### src/hw/rtl/adsr_pkg.sv
// ----------------------------------------------------------------------------
// ADSR envelope package
// Shared widths, phase and operation codes, and register indexes.
// ----------------------------------------------------------------------------
`default_nettype none

package adsr_pkg;

  localparam int TIME_BITS       = 48;
  localparam int LEVEL_FRAC_BITS = 23;
  localparam int LEVEL_BITS      = LEVEL_FRAC_BITS + 1;
  localparam int PHASE_BITS      = 3;
  localparam int OP_BITS         = 2;
  localparam int CFG_ADDR_BITS   = 3;
  localparam int MASK_BITS       = 3;

  // 1.0 in Q1.LEVEL_FRAC_BITS
  localparam logic [LEVEL_BITS-1:0] LEVEL_ONE = {1'b1, {LEVEL_FRAC_BITS{1'b0}}};

  typedef enum logic [PHASE_BITS-1:0] {
    PH_IDLE    = 3'd0,
    PH_ATTACK  = 3'd1,
    PH_DECAY   = 3'd2,
    PH_SUSTAIN = 3'd3,
    PH_RELEASE = 3'd4
  } phase_t;

  typedef enum logic [OP_BITS-1:0] {
    OP_TICK    = 2'd0,
    OP_START   = 2'd1,
    OP_RELEASE = 2'd2
  } op_t;

  typedef enum logic [CFG_ADDR_BITS-1:0] {
    CFG_SUSTAIN = 3'd0,
    CFG_ATTACK  = 3'd1,
    CFG_DECAY   = 3'd2,
    CFG_RELEASE = 3'd3,
    CFG_INSTANT = 3'd4
  } cfg_idx_t;

  // instant_mask bit positions
  localparam int INST_ATTACK  = 0;
  localparam int INST_DECAY   = 1;
  localparam int INST_RELEASE = 2;

  localparam logic [MASK_BITS-1:0] INSTANT_RESET = '1;

endpackage : adsr_pkg

`default_nettype wire

### src/hw/rtl/adsr_envelope_generator.sv
// ----------------------------------------------------------------------------
// Linear ADSR envelope generator
// Attack/decay/sustain/release envelope in Q1.23 with scheduled start and
// release times; one result per tick.
// ----------------------------------------------------------------------------
// Usage: the block takes one transfer per clock on the input channel. A tick
// (operation 0) carries the current sample time and yields one result, the
// envelope level and phase after that tick, registered in the cycle after the
// transfer. Note start (1) and release (2) carry a trigger time, update the
// scheduled times and give no result; operation 3 is dropped. The envelope
// state is updated in the cycle of the transfer by one add/compare/clamp on
// the level and two 48-bit time compares, so a tick can follow a tick in every
// cycle. in_stall is raised only while the output register holds a result that
// the receiver is stalling. A stored time of 0 means nothing is scheduled.
// Step sizes and the sustain level must be written through the cfg port while
// the block is idle, not enforced by it; sustain above 1.0 is treated as 1.0.
// ----------------------------------------------------------------------------
`default_nettype none

module adsr_envelope_generator (
  input  wire logic                                  clk,
  input  wire logic                                  rst_n,
  // configuration write port
  input  wire logic                                  cfg_we,
  input  wire logic [adsr_pkg::CFG_ADDR_BITS-1:0]    cfg_addr,
  input  wire logic [adsr_pkg::LEVEL_BITS-1:0]       cfg_wdata,
  // input channel
  input  wire logic                                  in_valid,
  output      logic                                  in_stall,
  input  wire logic [adsr_pkg::OP_BITS-1:0]          in_operation,
  input  wire logic [adsr_pkg::TIME_BITS-1:0]        in_event_time,
  // result channel
  output      logic                                  out_valid,
  input  wire logic                                  out_stall,
  output      logic [adsr_pkg::LEVEL_BITS-1:0]       out_level,
  output      logic [adsr_pkg::PHASE_BITS-1:0]       out_phase
);

  import adsr_pkg::*;

  // signed working width: level plus a step never overflows, difference
  // never underflows
  localparam int WORK_BITS = LEVEL_BITS + 2;

  // -------------------------------------------------------------------------
  // Configuration registers
  // -------------------------------------------------------------------------
  logic [LEVEL_BITS-1:0] sustain_r;
  logic [LEVEL_BITS-1:0] attack_step_r;
  logic [LEVEL_BITS-1:0] decay_step_r;
  logic [LEVEL_BITS-1:0] release_step_r;
  logic [MASK_BITS-1:0]  instant_r;

  always_ff @(posedge clk) begin
    if (!rst_n) begin
      sustain_r      <= '0;
      attack_step_r  <= '0;
      decay_step_r   <= '0;
      release_step_r <= '0;
      instant_r      <= INSTANT_RESET;
    end else if (cfg_we) begin
      case (cfg_addr)
        CFG_SUSTAIN: sustain_r      <= cfg_wdata;
        CFG_ATTACK:  attack_step_r  <= cfg_wdata;
        CFG_DECAY:   decay_step_r   <= cfg_wdata;
        CFG_RELEASE: release_step_r <= cfg_wdata;
        CFG_INSTANT: instant_r      <= cfg_wdata[MASK_BITS-1:0];
        default:     ; // out-of-range index: write dropped
      endcase
    end
  end

  // sustain saturates at 1.0
  logic [LEVEL_BITS-1:0] sus_lvl;
  assign sus_lvl = (sustain_r > LEVEL_ONE) ? LEVEL_ONE : sustain_r;

  // -------------------------------------------------------------------------
  // Envelope state
  // -------------------------------------------------------------------------
  phase_t                phase_r,  phase_nxt;
  logic [LEVEL_BITS-1:0] level_r,  level_nxt;
  logic [TIME_BITS-1:0]  pstart_r, pstart_nxt;
  logic [TIME_BITS-1:0]  prel_r,   prel_nxt;

  logic in_xfer;
  logic tick_xfer;
  logic out_xfer;

  assign in_xfer   = in_valid && !in_stall;
  assign tick_xfer = in_xfer && (in_operation == OP_TICK);
  assign out_xfer  = out_valid && !out_stall;

  // input side stalls only behind a held result
  assign in_stall  = out_valid && out_stall;

  // next-state logic
  always_comb begin
    logic signed [WORK_BITS-1:0] lvl_w;
    logic signed [WORK_BITS-1:0] one_w;
    logic signed [WORK_BITS-1:0] sus_w;
    logic signed [WORK_BITS-1:0] up_w;
    logic signed [WORK_BITS-1:0] dn_dec_w;
    logic signed [WORK_BITS-1:0] dn_rel_w;
    logic                        start_fire;
    phase_t                      ph;

    phase_nxt  = phase_r;
    level_nxt  = level_r;
    pstart_nxt = pstart_r;
    prel_nxt   = prel_r;

    one_w      = signed'({2'b00, LEVEL_ONE});
    sus_w      = signed'({2'b00, sus_lvl});
    start_fire = (pstart_r != '0) && (in_event_time > pstart_r);

    // a fired start restarts from zero in attack
    ph    = start_fire ? PH_ATTACK : phase_r;
    lvl_w = start_fire ? '0 : signed'({2'b00, level_r});

    up_w     = lvl_w + signed'({2'b00, attack_step_r});
    dn_dec_w = lvl_w - signed'({2'b00, decay_step_r});
    dn_rel_w = lvl_w - signed'({2'b00, release_step_r});

    if (in_xfer) begin
      case (in_operation)
        OP_START: begin
          pstart_nxt = in_event_time;
          prel_nxt   = '0;
        end
        OP_RELEASE: begin
          prel_nxt   = in_event_time;
          pstart_nxt = '0;
          phase_nxt  = PH_SUSTAIN;
        end
        OP_TICK: begin
          if (start_fire) begin
            pstart_nxt = '0;
          end
          case (ph)
            PH_ATTACK: begin
              if (instant_r[INST_ATTACK] || (up_w > one_w)) begin
                lvl_w = one_w;
                ph    = PH_DECAY;
              end else begin
                lvl_w = up_w;
              end
            end
            PH_DECAY: begin
              if (instant_r[INST_DECAY] || (dn_dec_w < sus_w)) begin
                lvl_w = sus_w;
                ph    = PH_SUSTAIN;
              end else begin
                lvl_w = dn_dec_w;
              end
            end
            PH_SUSTAIN: begin
              if (sus_lvl != '0) begin
                if ((prel_r != '0) && (in_event_time > prel_r)) begin
                  ph       = PH_RELEASE;
                  prel_nxt = '0;
                end
              end else begin
                // zero sustain drops straight into release
                ph = PH_RELEASE;
              end
            end
            PH_RELEASE: begin
              if (instant_r[INST_RELEASE] || (dn_rel_w < 0)) begin
                lvl_w = '0;
                ph    = PH_IDLE;
              end else begin
                lvl_w = dn_rel_w;
              end
            end
            default: ph = PH_IDLE;
          endcase
          phase_nxt = ph;
          level_nxt = lvl_w[LEVEL_BITS-1:0];
        end
        default: ; // unused operation code: no effect
      endcase
    end
  end

  always_ff @(posedge clk) begin
    if (!rst_n) begin
      phase_r  <= PH_IDLE;
      level_r  <= '0;
      pstart_r <= '0;
      prel_r   <= '0;
    end else begin
      phase_r  <= phase_nxt;
      level_r  <= level_nxt;
      pstart_r <= pstart_nxt;
      prel_r   <= prel_nxt;
    end
  end

  // -------------------------------------------------------------------------
  // Result register
  // -------------------------------------------------------------------------
  logic                  out_valid_r, out_valid_nxt;
  logic [LEVEL_BITS-1:0] out_level_r, out_level_nxt;
  phase_t                out_phase_r, out_phase_nxt;

  // output logic
  always_comb begin
    out_valid_nxt = out_valid_r;
    out_level_nxt = out_level_r;
    out_phase_nxt = out_phase_r;
    if (tick_xfer) begin
      out_valid_nxt = 1'b1;
      out_level_nxt = level_nxt;
      out_phase_nxt = phase_nxt;
    end else if (out_xfer) begin
      out_valid_nxt = 1'b0;
    end
  end

  always_ff @(posedge clk) begin
    if (!rst_n) begin
      out_valid_r <= 1'b0;
    end else begin
      out_valid_r <= out_valid_nxt;
    end
  end

  always_ff @(posedge clk) begin
    out_level_r <= out_level_nxt;
    out_phase_r <= out_phase_nxt;
  end

  assign out_valid = out_valid_r;
  assign out_level = out_level_r;
  assign out_phase = out_phase_r;

endmodule : adsr_envelope_generator

`default_nettype wire

### config.mk
export PLATFORM = sky130hd
export DESIGN_NAME = adsr_envelope_generator
export DESIGN_NICKNAME = d
export VERILOG_FILES = /design/src/hw/rtl/adsr_pkg.sv /design/src/hw/rtl/adsr_envelope_generator.sv
export SDC_FILE = /design/constraint.sdc
export NUM_CORES = 1
export LEC_CHECK = 0
export BUFFER_PORTS_ARGS = -buffer_cell sky130_fd_sc_hd__buf_2
export CAP_MARGIN = 20
export CORE_MARGIN = 2
export CORE_UTILIZATION = 60
export DETAILED_ROUTE_END_ITERATION = 6
export PLACE_DENSITY = 0.8
export SYNTH_ARGS = -nofsm -noshare
export SYNTH_HDL_FRONTEND = slang
export SYNTH_SLANG_ARGS = --single-unit
export TNS_END_PERCENT = 10
### constraint.sdc
create_clock -name clk -period 23.6 [get_ports clk]
set_input_delay 4.72 -clock clk [delete_from_list [all_inputs] [get_ports clk]]
set_output_delay 4.72 -clock clk [all_outputs]
set_load 0.02 [all_outputs]
Word level (Yosys, flattened, before mapping)
Index checks and enable logic that the tools add are counted.
- input bits: 82
- bits in registers: 250
- word-level logic and storage cells: 85
- output and inout bits: 29
- magnitude comparators: 6
- mux-type cells: 25
- eq/ne operators: 14
- add/subtract/negate cells: 3
- reduce and logical (&&, ||, !) cells: 25
- operators with widths (cell ; count):
    one-hot mux 48 bit (3 select lines) ; 2
    two-way mux 48 bit ; 4
    two-way mux 24 bit ; 7
    > comparator 48 bit ; 2
    nonzero test 48 bit ; 2
    one-hot mux 24 bit (3 select lines) ; 1
    subtractor 24 x 24 -> 25 bit ; 2
    adder 24 x 24 -> 25 bit ; 1
    > comparator 25 x 24 -> 1 bit, second input constant ; 1
    < comparator 25 x 1 -> 1 bit, second input constant ; 1
    < comparator 25 bit ; 1
    > comparator 24 bit, second input constant ; 1
    nonzero test 24 bit ; 1
    two-way mux 3 bit ; 7
    equality test 3 x 2 -> 1 bit, second input constant ; 4
    one-hot mux 3 bit (4 select lines) ; 1
    AND reduction 2 bit ; 5
    != test 2 x 1 -> 1 bit, second input constant ; 4
    equality test 3 x 1 -> 1 bit, second input constant ; 2
    equality test 3 bit, second input constant ; 2
    logical AND 1 bit ; 6
    one-hot mux 3 bit (2 select lines) ; 1
    AND reduction 5 bit ; 1
    logical NOT 3 bit ; 1
    9 further kinds ; 13

Logic depth before layout (Yosys ltp)
Gate-level depths: netlist of run 1.
- depth in word-level cells: 10
- mapped depth: 32
- gate-level depth less buffers: 28

Least setup slack after synthesis of run 1
Ideal clock, no wire load.
- path type: input to register
- from: input port in_event_time[11] (netlist bit)
- to: register level_r[15]
- required time: 23.509 ns
- buffers on the path: 4
- cell stages on the path: 28
- setup slack: 12.375 ns
- arrival: 11.134 ns
- setup time: 0.091 ns
- cells stage by stage: ha_1 a21oi_1 o221a_2 o21ai_0 o31a_1 or3_1 clkbuf_1 o21ai_0 clkbuf_1 clkbuf_1 and2_1 ha_1 and3_1 a221o_1 and3_1 a21oi_1 a31oi_1 or4b_2 nand3_1 ha_1 a2111oi_0 a21oi_1 o221ai_1 nand3_1 nor2_1 buf_2 a22oi_1 a311oi_1
- cells in the longest elaborated chain, start to end: 10
- ends and longest elaborated chain (element ; RTL line ; RTL):
    from (decl) ; adsr_envelope_generator.sv:31 ; input wire logic [adsr_pkg::TIME_BITS-1:0] in_event_time,
    > comparator 48 bit * ; adsr_envelope_generator.sv:114 ; start_fire = (pstart_r != '0) && (in_event_time > pstart_r);
    logical AND 1 bit * ; adsr_envelope_generator.sv:114 ;
    two-way mux 24 bit ; adsr_envelope_generator.sv:118 ; lvl_w = start_fire ? '0 : signed'({2'b00, level_r});
    subtractor 24 x 24 -> 25 bit, or another cell as far along ; adsr_envelope_generator.sv:122 ; dn_rel_w = lvl_w - signed'({2'b00, release_step_r});
    < comparator 25 x 1 -> 1 bit, or another cell as far along ; adsr_envelope_generator.sv:168 ; if (instant_r[INST_RELEASE] || (dn_rel_w < 0)) begin
    logical OR 1 bit (on tied branches) ; adsr_envelope_generator.sv:168, adsr_envelope_generator.sv:141, adsr_envelope_generator.sv:149 ;
    two-way mux 24 bit (on tied branches) ; adsr_envelope_generator.sv:168, adsr_envelope_generator.sv:141, adsr_envelope_generator.sv:149 ;
    one-hot mux 24 bit (3 select lines) * ; adsr_envelope_generator.sv:139 ; case (ph)
    two-way mux 24 bit * ; adsr_envelope_generator.sv:125 ; case (in_operation)
    two-way mux 24 bit * ; adsr_envelope_generator.sv:124 ; if (in_xfer) begin
    to (signal assigned) ; adsr_envelope_generator.sv:193 ; level_r <= level_nxt;
    to (decl) ; adsr_envelope_generator.sv:81 ; logic [LEVEL_BITS-1:0] level_r, level_nxt;
Mark *: on every way between the ends. The rest lies on a longest branch, timed or not.
A chain may end at the register's enable or synchronous reset.

Worst setup path in the final report of run 1
- from: input port in_event_time[14] (netlist bit)
- to: register level_r[0]
The elaborated chain is that of the path after synthesis.

==> impl_results.html, run 1 <==
<table>
<tr><th>Metric</th><th>Value</th></tr>
<tr><th colspan="2">STA</th></tr>
<tr><td>Unrepaired setup endpoints after global routing</td><td>no</td></tr>
<tr><td>Final clock period utilization by the worst path</td><td>52.24%</td></tr>
<tr><td>Fmax</td><td>0.08112 GHz</td></tr>
<tr><td>Min cycle time layout</td><td>12.33 ns</td></tr>
<tr><td>Number of hold violations in the final report</td><td>0</td></tr>
<tr><td>Setup Total Neg Slack</td><td>0 ns</td></tr>
<tr><td>Max-slew headroom at the worst pin</td><td>15.10%</td></tr>
<tr><td>Setup-violating endpoint count in the final report</td><td>0</td></tr>
<tr><td>Worst-margin pin slew</td><td>1.274 ns</td></tr>
<tr><td>Final Skew</td><td>0.02336 ns</td></tr>
<tr><td>Final count of pins violating max slew</td><td>0</td></tr>
<tr><td>Worst Slack Setup Final</td><td>11.27 ns</td></tr>
<tr><td>Hold slack final</td><td>0.4520 ns</td></tr>
<tr><th colspan="2">CTS</th></tr>
<tr><td>Clock tree root driver cell</td><td>sky130_fd_sc_hd__clkbuf_16</td></tr>
<tr><td>Number of clock buffers inserted by TritonCTS</td><td>29</td></tr>
<tr><td>TritonCTS clock tree</td><td>yes</td></tr>
<tr><td>TritonCTS sink count</td><td>250</td></tr>
<tr><td>Total number of H-tree levels</td><td>1</td></tr>
<tr><td># Post-CTS Setup Buffers</td><td>0</td></tr>
<tr><td>CTS max path bufs</td><td>3</td></tr>
<tr><td>Number of gates given a new drive strength after cts</td><td>0</td></tr>
<tr><td>Clock transition at the register clock pins on the worst setup and hold paths after CTS</td><td>0.06 ns</td></tr>
<tr><td>Hold buffer count at cts</td><td>0</td></tr>
<tr><td>Clock insertion delay at the later pin of the skew report</td><td>0.57 ns</td></tr>
<tr><th colspan="2">Floorplanning</th></tr>
<tr><td>Starting utilization of the core area</td><td>61.46%</td></tr>
<tr><td>Die ar.</td><td>0.02911 mm²</td></tr>
<tr><td>Standard-cell rows</td><td>60</td></tr>
<tr><td>Top Ports</td><td>111</td></tr>
<tr><td>Horizontal extent of the die</td><td>170.6 µm</td></tr>
<tr><td>Height of the die</td><td>170.6 µm</td></tr>
<tr><td>Core area</td><td>0.02710 mm²</td></tr>
<tr><th colspan="2">Layout</th></tr>
<tr><td>Proportion of layout cells with a drive suffix above 1</td><td>10.11%</td></tr>
<tr><td>Area growth from synthesis to final layout</td><td>11.10%</td></tr>
<tr><td>Total non-filler cell area in the finished layout</td><td>0.01850 mm²</td></tr>
<tr><td>Net count of the finished layout</td><td>2,421</td></tr>
<tr><td>Most frequent standard cell in the layout excluding fill and tap cells</td><td>sky130_fd_sc_hd__nand2_1</td></tr>
<tr><td>Commonest cells after routing, fill and taps aside</td><td>sky130_fd_sc_hd__nand2_1 (304), sky130_fd_sc_hd__a21oi_1 (225), sky130_fd_sc_hd__dfxtp_1 (223), sky130_fd_sc_hd__ha_1 (192), sky130_fd_sc_hd__inv_1 (172)</td></tr>
<tr><th colspan="2">Pwr</th></tr>
<tr><td>Pwr Total</td><td>1.235 mW</td></tr>
<tr><td>Share of total power in the clock network</td><td>38.6%</td></tr>
<tr><td>Peak supply drop</td><td>63.91 µV</td></tr>
<tr><td>Reported leakage power</td><td>7.308 nW</td></tr>
<tr><td>Register share of total power</td><td>36.7%</td></tr>
<tr><td>Design internal power</td><td>844.0 µW</td></tr>
<tr><td>Switch share</td><td>31.64%</td></tr>
<tr><td>Net switching component of the power</td><td>390.6 µW</td></tr>
<tr><td>Power density relative to cell area</td><td>66.72 mW/mm²</td></tr>
<tr><td>Part of the total power dissipated in combinational logic</td><td>24.7%</td></tr>
<tr><th colspan="2">Worst setup path</th></tr>
<tr><td>Data arrival time of the worst path</td><td>12.79 ns</td></tr>
<tr><td>Crit path capture type</td><td>flip-flop</td></tr>
<tr><td>Buffers plus inverters on the worst setup path</td><td>3</td></tr>
<tr><td>Family of cells with the greatest summed delay on the critical path</td><td>compound AO/OA/AOI/OAI gates</td></tr>
<tr><td>Worst R2R Start</td><td>pstart_r[14]$_SDFFE_PN0P_</td></tr>
<tr><td>Required time reported for the critical path endpoint</td><td>24.06 ns</td></tr>
<tr><td>R2r worst-path depth</td><td>27</td></tr>
<tr><td>CP Launch Type</td><td>primary input</td></tr>
<tr><td>Worst setup path category</td><td>primary input to flip-flop</td></tr>
<tr><td>Stage delay of the slowest cell on the critical path</td><td>0.97 ns</td></tr>
<tr><td>Critical-path top delay cell</td><td>sky130_fd_sc_hd__nor2_2</td></tr>
<tr><td>Flop-to-flop setup slack</td><td>15.15 ns</td></tr>
<tr><td>Worst-path fanout max</td><td>38</td></tr>
<tr><td>Reg-to-Reg End</td><td>level_r[0]$_SDFF_PN0_</td></tr>
<tr><th colspan="2">Yosys</th></tr>
<tr><td>Mean Syn Cell Area</td><td>8.023 µm²</td></tr>
<tr><td>Unique masters post-synth</td><td>83</td></tr>
<tr><td>#FFs+latches synth</td><td>250</td></tr>
<tr><td>Post-synthesis instance area</td><td>0.01666 mm²</td></tr>
<tr><td>Synthesized Nets</td><td>2,353</td></tr>
<tr><td>Synthesized instance count</td><td>2,076</td></tr>
<tr><td>Most common flop cell mapped by yosys</td><td>sky130_fd_sc_hd__dfxtp_1</td></tr>
<tr><td>Sequential fraction of the synthesis area</td><td>31.67%</td></tr>
<tr><td>Post-synth EDFFs</td><td>27</td></tr>
<tr><td>Warnings from Yosys</td><td>0</td></tr>
<tr><td>Share of async-settable or async-resettable flops after synthesis</td><td>0%</td></tr>
<tr><th colspan="2">Drt</th></tr>
<tr><td>Iter 0 DRT Violations</td><td>1,574</td></tr>
<tr><td>Remaining number of nets flagged by the antenna check after routing</td><td>0</td></tr>
<tr><td>Routed len/inst</td><td>21.08 µm</td></tr>
<tr><td>Total detailed-routing wirelength</td><td>53.57 mm</td></tr>
<tr><td>Routed via count</td><td>16,570</td></tr>
<tr><td>Detailed-route vias per instance</td><td>6.522</td></tr>
<tr><td>Pre-Repair DR Iteration Count</td><td>6</td></tr>
<tr><td>DRC</td><td>0</td></tr>
<tr><th colspan="2">Global routing</th></tr>
<tr><td>Global-route congestion overflow total</td><td>0</td></tr>
<tr><td>First-pass GRT wire length</td><td>83.45 mm</td></tr>
<tr><td>GR Util All Layers</td><td>36.26%</td></tr>
<tr><td>Maximum number of pins on one net before global-route repair</td><td>82</td></tr>
<tr><td>Antenna violations before repair</td><td>3</td></tr>
<tr><td>Via count of the first global-routing pass</td><td>15,800</td></tr>
<tr><th colspan="2">Placement</th></tr>
<tr><td>Post-detailed-placement cell area</td><td>0.01749 mm²</td></tr>
<tr><td>Setup Slack @ Placement</td><td>11.08 ns</td></tr>
<tr><td>HPWL after DPL</td><td>38.59 mm</td></tr>
<tr><td>Final weighted congestion in routability-driven placement</td><td>1.062</td></tr>
<tr><td>Port bufs</td><td>110</td></tr>
<tr><th colspan="2">Worst hold path</th></tr>
<tr><td>Worst hold path endpoint</td><td>release_step_r[22]$_SDFFE_PN0P_</td></tr>
<tr><td>WHS Path Cells</td><td>2</td></tr>
<tr><td>Start point of the worst hold path</td><td>release_step_r[22]$_SDFFE_PN0P_</td></tr>
<tr><td>Worst hold path type</td><td>flip-flop to flip-flop</td></tr>
<tr><th colspan="2">Job</th></tr>
<tr><td>Max-cap violation count</td><td>0</td></tr>
<tr><th colspan="2">Run status</th></tr>
<tr><td>Run status</td><td>finished clean</td></tr>
</table>
worst reg2reg max path, delay by kind of cell (launching register included):
family          cells  cell delay (ns)
compound gates     13             3.42
fa+ha+maj           3             0.82
buf+inv             3             0.70
flops               1             0.38
simple gates        8             3.03
logic make-up after synthesis:
| family | share of synthesized area, % |
|---|---|
| DFF | 31.67 |
| and+or+nand+nor | 19.49 |
| adders and majority gates | 14.78 |
| AOI/OAI and AO/OA | 24.99 |
| buffers and inverters | 6.010 |
| muxes | 0.3681 |
| xor gates and xnor gates | 2.682 |
worst max-delay path by stage:
stage                      startpoint                 endpoint  slack (ns)  depth (start not counted)
floorplan           in_event_time[11]   level_r[15]$_SDFF_PN0_       12.37                         28
global placement    in_event_time[47]    level_r[9]$_SDFF_PN0_       11.41                         25
detailed placement  in_event_time[14]  out_level[14]$_DFFE_PP_       11.08                         27
CTS                 in_event_time[14]    level_r[0]$_SDFF_PN0_       11.59                         27
global route        in_event_time[14]   level_r[20]$_SDFF_PN0_       10.99                         27
finish              in_event_time[14]    level_r[0]$_SDFF_PN0_       11.27                         27
through the flow:
step / cells / util (%)
6_report: 2541 / 68.28
5_1_grt: 2539 / 68.26
4_1_cts: 2539 / 68.26
2_1_floorplan: 2076 / -
3_3_place_gp: 2485 / 64.53
3_5_place_dp: 2485 / 64.53
final cells by class:
type                            instances  area [µm²]
Fill cell                            2251        8597
Sequential cell                       250        5275
Multi-Input combinational cell       1564       10430
Clock inverter                         15       197.7
Clock buffer                           39       813.3
Antenna cell                            2       5.005
Tap cell                              372       465.4
Timing Repair Buffer                  126       670.6
Inverter                              173       651.9
Yosys cell counts (37+ instances only):
master | n | share of area (%)
sky130_fd_sc_hd__nand2_1 | 304 | 6.9
sky130_fd_sc_hd__a21oi_1 | 226 | 6.8
sky130_fd_sc_hd__dfxtp_1 | 223 | 27
sky130_fd_sc_hd__ha_1 | 192 | 14
sky130_fd_sc_hd__inv_1 | 172 | 3.9
sky130_fd_sc_hd__nor2_1 | 129 | 2.9
sky130_fd_sc_hd__clkbuf_1 | 80 | 1.8
sky130_fd_sc_hd__o21ai_0 | 55 | 1.7
sky130_fd_sc_hd__a22o_1 | 50 | 2.6
sky130_fd_sc_hd__a22oi_1 | 50 | 2.3
sky130_fd_sc_hd__nand4_1 | 42 | 1.6
sky130_fd_sc_hd__nand3_1 | 37 | 1.1
sky130_fd_sc_hd__nor4_1 | 37 | 1.4
sequential cells by signal, summed over array words and instances (netlist names), 24 cells and up:
register	count
attack_step_r	24
out_level	24
sustain_r	24
pstart_r	48
decay_step_r	24
prel_r	48
level_r	24
release_step_r	24
layer usage:
metal,routed length (µm),up-vias,track usage (%)
met5,25,-,0
met4,3422,4,20.55
met3,5380,247,7.495
met2,24190,909,59.57
met1,20550,7723,44.26
li1,-,7689,-
power by group through the flow:
| stage | registers [mW] | clock network, mW | logic [mW] |
|---|---|---|---|
| after floorplan | 0.460 | 0 | 0.206 |
| after global placement | 0.461 | 0 | 0.285 |
| after detailed placement | 0.461 | 0 | 0.291 |
| after CTS | 0.452 | 0.480 | 0.295 |
| after global routing | 0.454 | 0.499 | 0.332 |
| final | 0.453 | 0.477 | 0.305 |
No activity file was read; power rests on OpenSTA's default activity.
==> inputs of run 2 (changes only) <==
==> constraint.sdc (replaced) <==
create_clock -name clk -period 12.3 [get_ports clk]
set_input_delay 2.46 -clock clk [delete_from_list [all_inputs] [get_ports clk]]
set_output_delay 2.46 -clock clk [all_outputs]
set_load 0.02 [all_outputs]
==> run 2 against run 1 <==
Net effect:
- total power rose by 93%
- clock-buffer cell count fell by 7
- global-route usage fell by 0.50 points
- sequential power rose by 92%
- critical endpoint is now level_r[5]$_SDFF_PN0_
- core utilization barely moved
- critical path depth did not move
==> impl_results.html, run 2 (synthesized netlist as in run 1, its figures left out) <==
<table>
<tr><th>Metric</th><th>Value</th></tr>
<tr><th colspan="2">Pwr</th></tr>
<tr><td>Part of the total power dissipated in combinational logic</td><td>24.2%</td></tr>
<tr><td>Reported leakage power</td><td>7.292 nW</td></tr>
<tr><td>Power density relative to cell area</td><td>128.5 mW/mm²</td></tr>
<tr><td>Switch share</td><td>31.34%</td></tr>
<tr><td>Net switching component of the power</td><td>745.6 µW</td></tr>
<tr><td>Register share of total power</td><td>36.5%</td></tr>
<tr><td>Design internal power</td><td>1.633 mW</td></tr>
<tr><td>Share of total power in the clock network</td><td>39.3%</td></tr>
<tr><td>Peak supply drop</td><td>127.2 µV</td></tr>
<tr><th colspan="2">STA</th></tr>
<tr><td>Setup Total Neg Slack</td><td>0 ns</td></tr>
<tr><td>Min cycle time layout</td><td>10.64 ns</td></tr>
<tr><td>Fmax</td><td>0.09402 GHz</td></tr>
<tr><td>Number of hold violations in the final report</td><td>0</td></tr>
<tr><td>Final count of pins violating max slew</td><td>0</td></tr>
<tr><td>Setup-violating endpoint count in the final report</td><td>0</td></tr>
<tr><td>Max-slew headroom at the worst pin</td><td>21.14%</td></tr>
<tr><td>Unrepaired setup endpoints after global routing</td><td>no</td></tr>
<tr><td>Worst-margin pin slew</td><td>1.183 ns</td></tr>
<tr><td>Final Skew</td><td>0.01675 ns</td></tr>
<tr><td>Final clock period utilization by the worst path</td><td>86.47%</td></tr>
<tr><th colspan="2">CTS</th></tr>
<tr><td>Clock tree root driver cell</td><td>sky130_fd_sc_hd__clkbuf_16</td></tr>
<tr><td>Clock transition at the register clock pins on the worst setup and hold paths after CTS</td><td>0.07 ns</td></tr>
<tr><td>Number of clock buffers inserted by TritonCTS</td><td>28</td></tr>
<tr><td>TritonCTS clock tree</td><td>yes</td></tr>
<tr><td>Hold buffer count at cts</td><td>0</td></tr>
<tr><td>TritonCTS sink count</td><td>250</td></tr>
<tr><td>Total number of H-tree levels</td><td>1</td></tr>
<tr><td>Number of gates given a new drive strength after cts</td><td>0</td></tr>
<tr><td>Clock insertion delay at the later pin of the skew report</td><td>0.56 ns</td></tr>
<tr><td># Post-CTS Setup Buffers</td><td>0</td></tr>
<tr><td>CTS max path bufs</td><td>3</td></tr>
<tr><th colspan="2">Placement</th></tr>
<tr><td>HPWL after DPL</td><td>38.90 mm</td></tr>
<tr><td>Final weighted congestion in routability-driven placement</td><td>0.9734</td></tr>
<tr><td>Port bufs</td><td>110</td></tr>
<tr><td>Total instance count after detailed placement</td><td>2,483</td></tr>
<tr><th colspan="2">Drt</th></tr>
<tr><td>Detailed-route vias per instance</td><td>6.342</td></tr>
<tr><td>Remaining number of nets flagged by the antenna check after routing</td><td>0</td></tr>
<tr><td>Pre-Repair DR Iteration Count</td><td>6</td></tr>
<tr><td>Routed via count</td><td>16,080</td></tr>
<tr><td>Total detailed-routing wirelength</td><td>52.90 mm</td></tr>
<tr><td>Iter 0 DRT Violations</td><td>1,385</td></tr>
<tr><td>DRC</td><td>0</td></tr>
<tr><td>Routed len/inst</td><td>20.87 µm</td></tr>
<tr><th colspan="2">Global routing</th></tr>
<tr><td>Antenna violations before repair</td><td>2</td></tr>
<tr><td>GR Util All Layers</td><td>35.76%</td></tr>
<tr><td>Via count of the first global-routing pass</td><td>15,460</td></tr>
<tr><td>Routing layer with the top usage in global route</td><td>met2</td></tr>
<tr><td>GR Util met1</td><td>44.41%</td></tr>
<tr><td>First-pass GRT wire length</td><td>82.20 mm</td></tr>
<tr><td>Global-route congestion overflow total</td><td>0</td></tr>
<tr><td>Met2 global-route usage</td><td>61.63%</td></tr>
<tr><td>Met3 Use GR</td><td>6.107%</td></tr>
<tr><td>Maximum number of pins on one net before global-route repair</td><td>98</td></tr>
<tr><th colspan="2">Floorplanning</th></tr>
<tr><td>Starting utilization of the core area</td><td>61.46%</td></tr>
<tr><td>Height of the die</td><td>170.6 µm</td></tr>
<tr><td>Die ar.</td><td>0.02911 mm²</td></tr>
<tr><td>Standard-cell rows</td><td>60</td></tr>
<tr><td>Horizontal extent of the die</td><td>170.6 µm</td></tr>
<tr><td>Top Ports</td><td>111</td></tr>
<tr><td>Core area</td><td>0.02710 mm²</td></tr>
<tr><th colspan="2">Worst setup path</th></tr>
<tr><td>Required time reported for the critical path endpoint</td><td>12.75 ns</td></tr>
<tr><td>Data arrival time of the worst path</td><td>11.09 ns</td></tr>
<tr><td>CP Launch Type</td><td>primary input</td></tr>
<tr><td>Worst-path fanout max</td><td>21</td></tr>
<tr><td>Worst setup path category</td><td>primary input to flip-flop</td></tr>
<tr><td>Crit path capture type</td><td>flip-flop</td></tr>
<tr><th colspan="2">Layout</th></tr>
<tr><td>Proportion of layout cells with a drive suffix above 1</td><td>10.08%</td></tr>
<tr><td>Area growth from synthesis to final layout</td><td>11.16%</td></tr>
<tr><td>Non-Filler Instances</td><td>2,535</td></tr>
<tr><td>Most frequent standard cell in the layout excluding fill and tap cells</td><td>sky130_fd_sc_hd__nand2_1</td></tr>
<tr><td>Largest regs</td><td>prel_r (48), pstart_r (48)</td></tr>
<tr><td>Net count of the finished layout</td><td>2,418</td></tr>
<tr><td>Commonest cells after routing, fill and taps aside</td><td>sky130_fd_sc_hd__nand2_1 (304), sky130_fd_sc_hd__a21oi_1 (225), sky130_fd_sc_hd__dfxtp_1 (223), sky130_fd_sc_hd__ha_1 (192), sky130_fd_sc_hd__inv_1 (172)</td></tr>
<tr><td>FILL cells</td><td>2,274</td></tr>
<tr><td>Final antenna diode count</td><td>0</td></tr>
<tr><th colspan="2">Job</th></tr>
<tr><td>Max-cap violation count</td><td>0</td></tr>
<tr><th colspan="2">Worst hold path</th></tr>
<tr><td>Worst hold path type</td><td>flip-flop to flip-flop</td></tr>
<tr><th colspan="2">Run status</th></tr>
<tr><td>Run status</td><td>finished clean</td></tr>
</table>
[run 2: final timing paths]
kind | startpoint | cells past startpoint | endpoint | slack, ns
setup / recovery | in_event_time[14] | 27 | level_r[5]$_SDFF_PN0_ | 1.66
hold / removal | release_step_r[5]$_SDFFE_PN0P_ | 2 | release_step_r[5]$_SDFFE_PN0P_ | 0.45
setup reg to reg | pstart_r[14]$_SDFFE_PN0P_ | 27 | level_r[5]$_SDFF_PN0_ | 3.32
hold reg to reg | release_step_r[5]$_SDFFE_PN0P_ | 2 | release_step_r[5]$_SDFFE_PN0P_ | 0.45
[run 2: critical path, stage by stage]
cell                        delay (ns)
sky130_fd_sc_hd__buf_2            0.13
sky130_fd_sc_hd__ha_1             0.32
sky130_fd_sc_hd__a21o_1           0.19
sky130_fd_sc_hd__a21oi_1          0.18
sky130_fd_sc_hd__o21ai_0          0.16
sky130_fd_sc_hd__o31a_1           0.33
sky130_fd_sc_hd__or3_1            0.43
sky130_fd_sc_hd__o21ai_2          0.70
sky130_fd_sc_hd__buf_4            0.41
sky130_fd_sc_hd__nand2_1          0.14
sky130_fd_sc_hd__inv_1            0.20
sky130_fd_sc_hd__ha_1             0.26
sky130_fd_sc_hd__nor2b_1          0.14
sky130_fd_sc_hd__o2111ai_1        0.24
sky130_fd_sc_hd__nand3_1          0.17
sky130_fd_sc_hd__o211ai_1         0.31
sky130_fd_sc_hd__a31oi_1          0.24
sky130_fd_sc_hd__or4b_2           0.65
sky130_fd_sc_hd__nand3_1          0.14
sky130_fd_sc_hd__ha_1             0.26
sky130_fd_sc_hd__a2111oi_0        0.40
sky130_fd_sc_hd__a21oi_1          0.12
sky130_fd_sc_hd__o221ai_1         0.44
sky130_fd_sc_hd__nand3_1          0.35
sky130_fd_sc_hd__nor2_2           0.96
sky130_fd_sc_hd__a221oi_1         0.36
sky130_fd_sc_hd__a211oi_1         0.35
[run 2: area by class of cell]
class	instances	area, µm²	area share [%]
Multi-Input combinational cell	1564	10430	56.33
Sequential cell	250	5275	28.49
Clock buffer	32	779.5	4.210
Timing Repair Buffer	124	655.6	3.541
Inverter	173	651.9	3.521
Tap cell	372	465.4	2.514
Clock inverter	20	257.7	1.392
[run 2: through the flow]
stage | instance area (µm²) | setup slack, ns | hold WS [ns] | utilization [%] | total power, mW
3_3_place_gp | 17480 | 1.672 | 0.4428 | 64.49 | 1.431
6_report | 18520 | 1.664 | 0.4542 | 68.32 | 2.379
5_1_grt | 18520 | 1.129 | 0.4761 | 68.32 | 2.466
4_1_cts | 18520 | 2.025 | 0.4556 | 68.32 | 2.368
2_1_floorplan | 16660 | 3.335 | 0.4320 | - | 1.278
3_5_place_dp | 17480 | 1.492 | 0.4467 | 64.49 | 1.441
[run 2: power by group through the flow]
| stage | Clock (mW) | Combinational (mW) | Sequential (mW) |
|---|---|---|---|
| after global placement | 0 | 0.546 | 0.885 |
| after floorplan | 0 | 0.396 | 0.883 |
| after detailed placement | 0 | 0.555 | 0.885 |
| after CTS | 0.940 | 0.560 | 0.868 |
| final | 0.936 | 0.575 | 0.868 |
| after global routing | 0.969 | 0.627 | 0.870 |
[run 2: metal layers]
metal  vias up  wire, µm
li1       7670         -
met1      7514     21040
met2       752     25060
met3       136      4631
met4         4      2144
met5         -        25
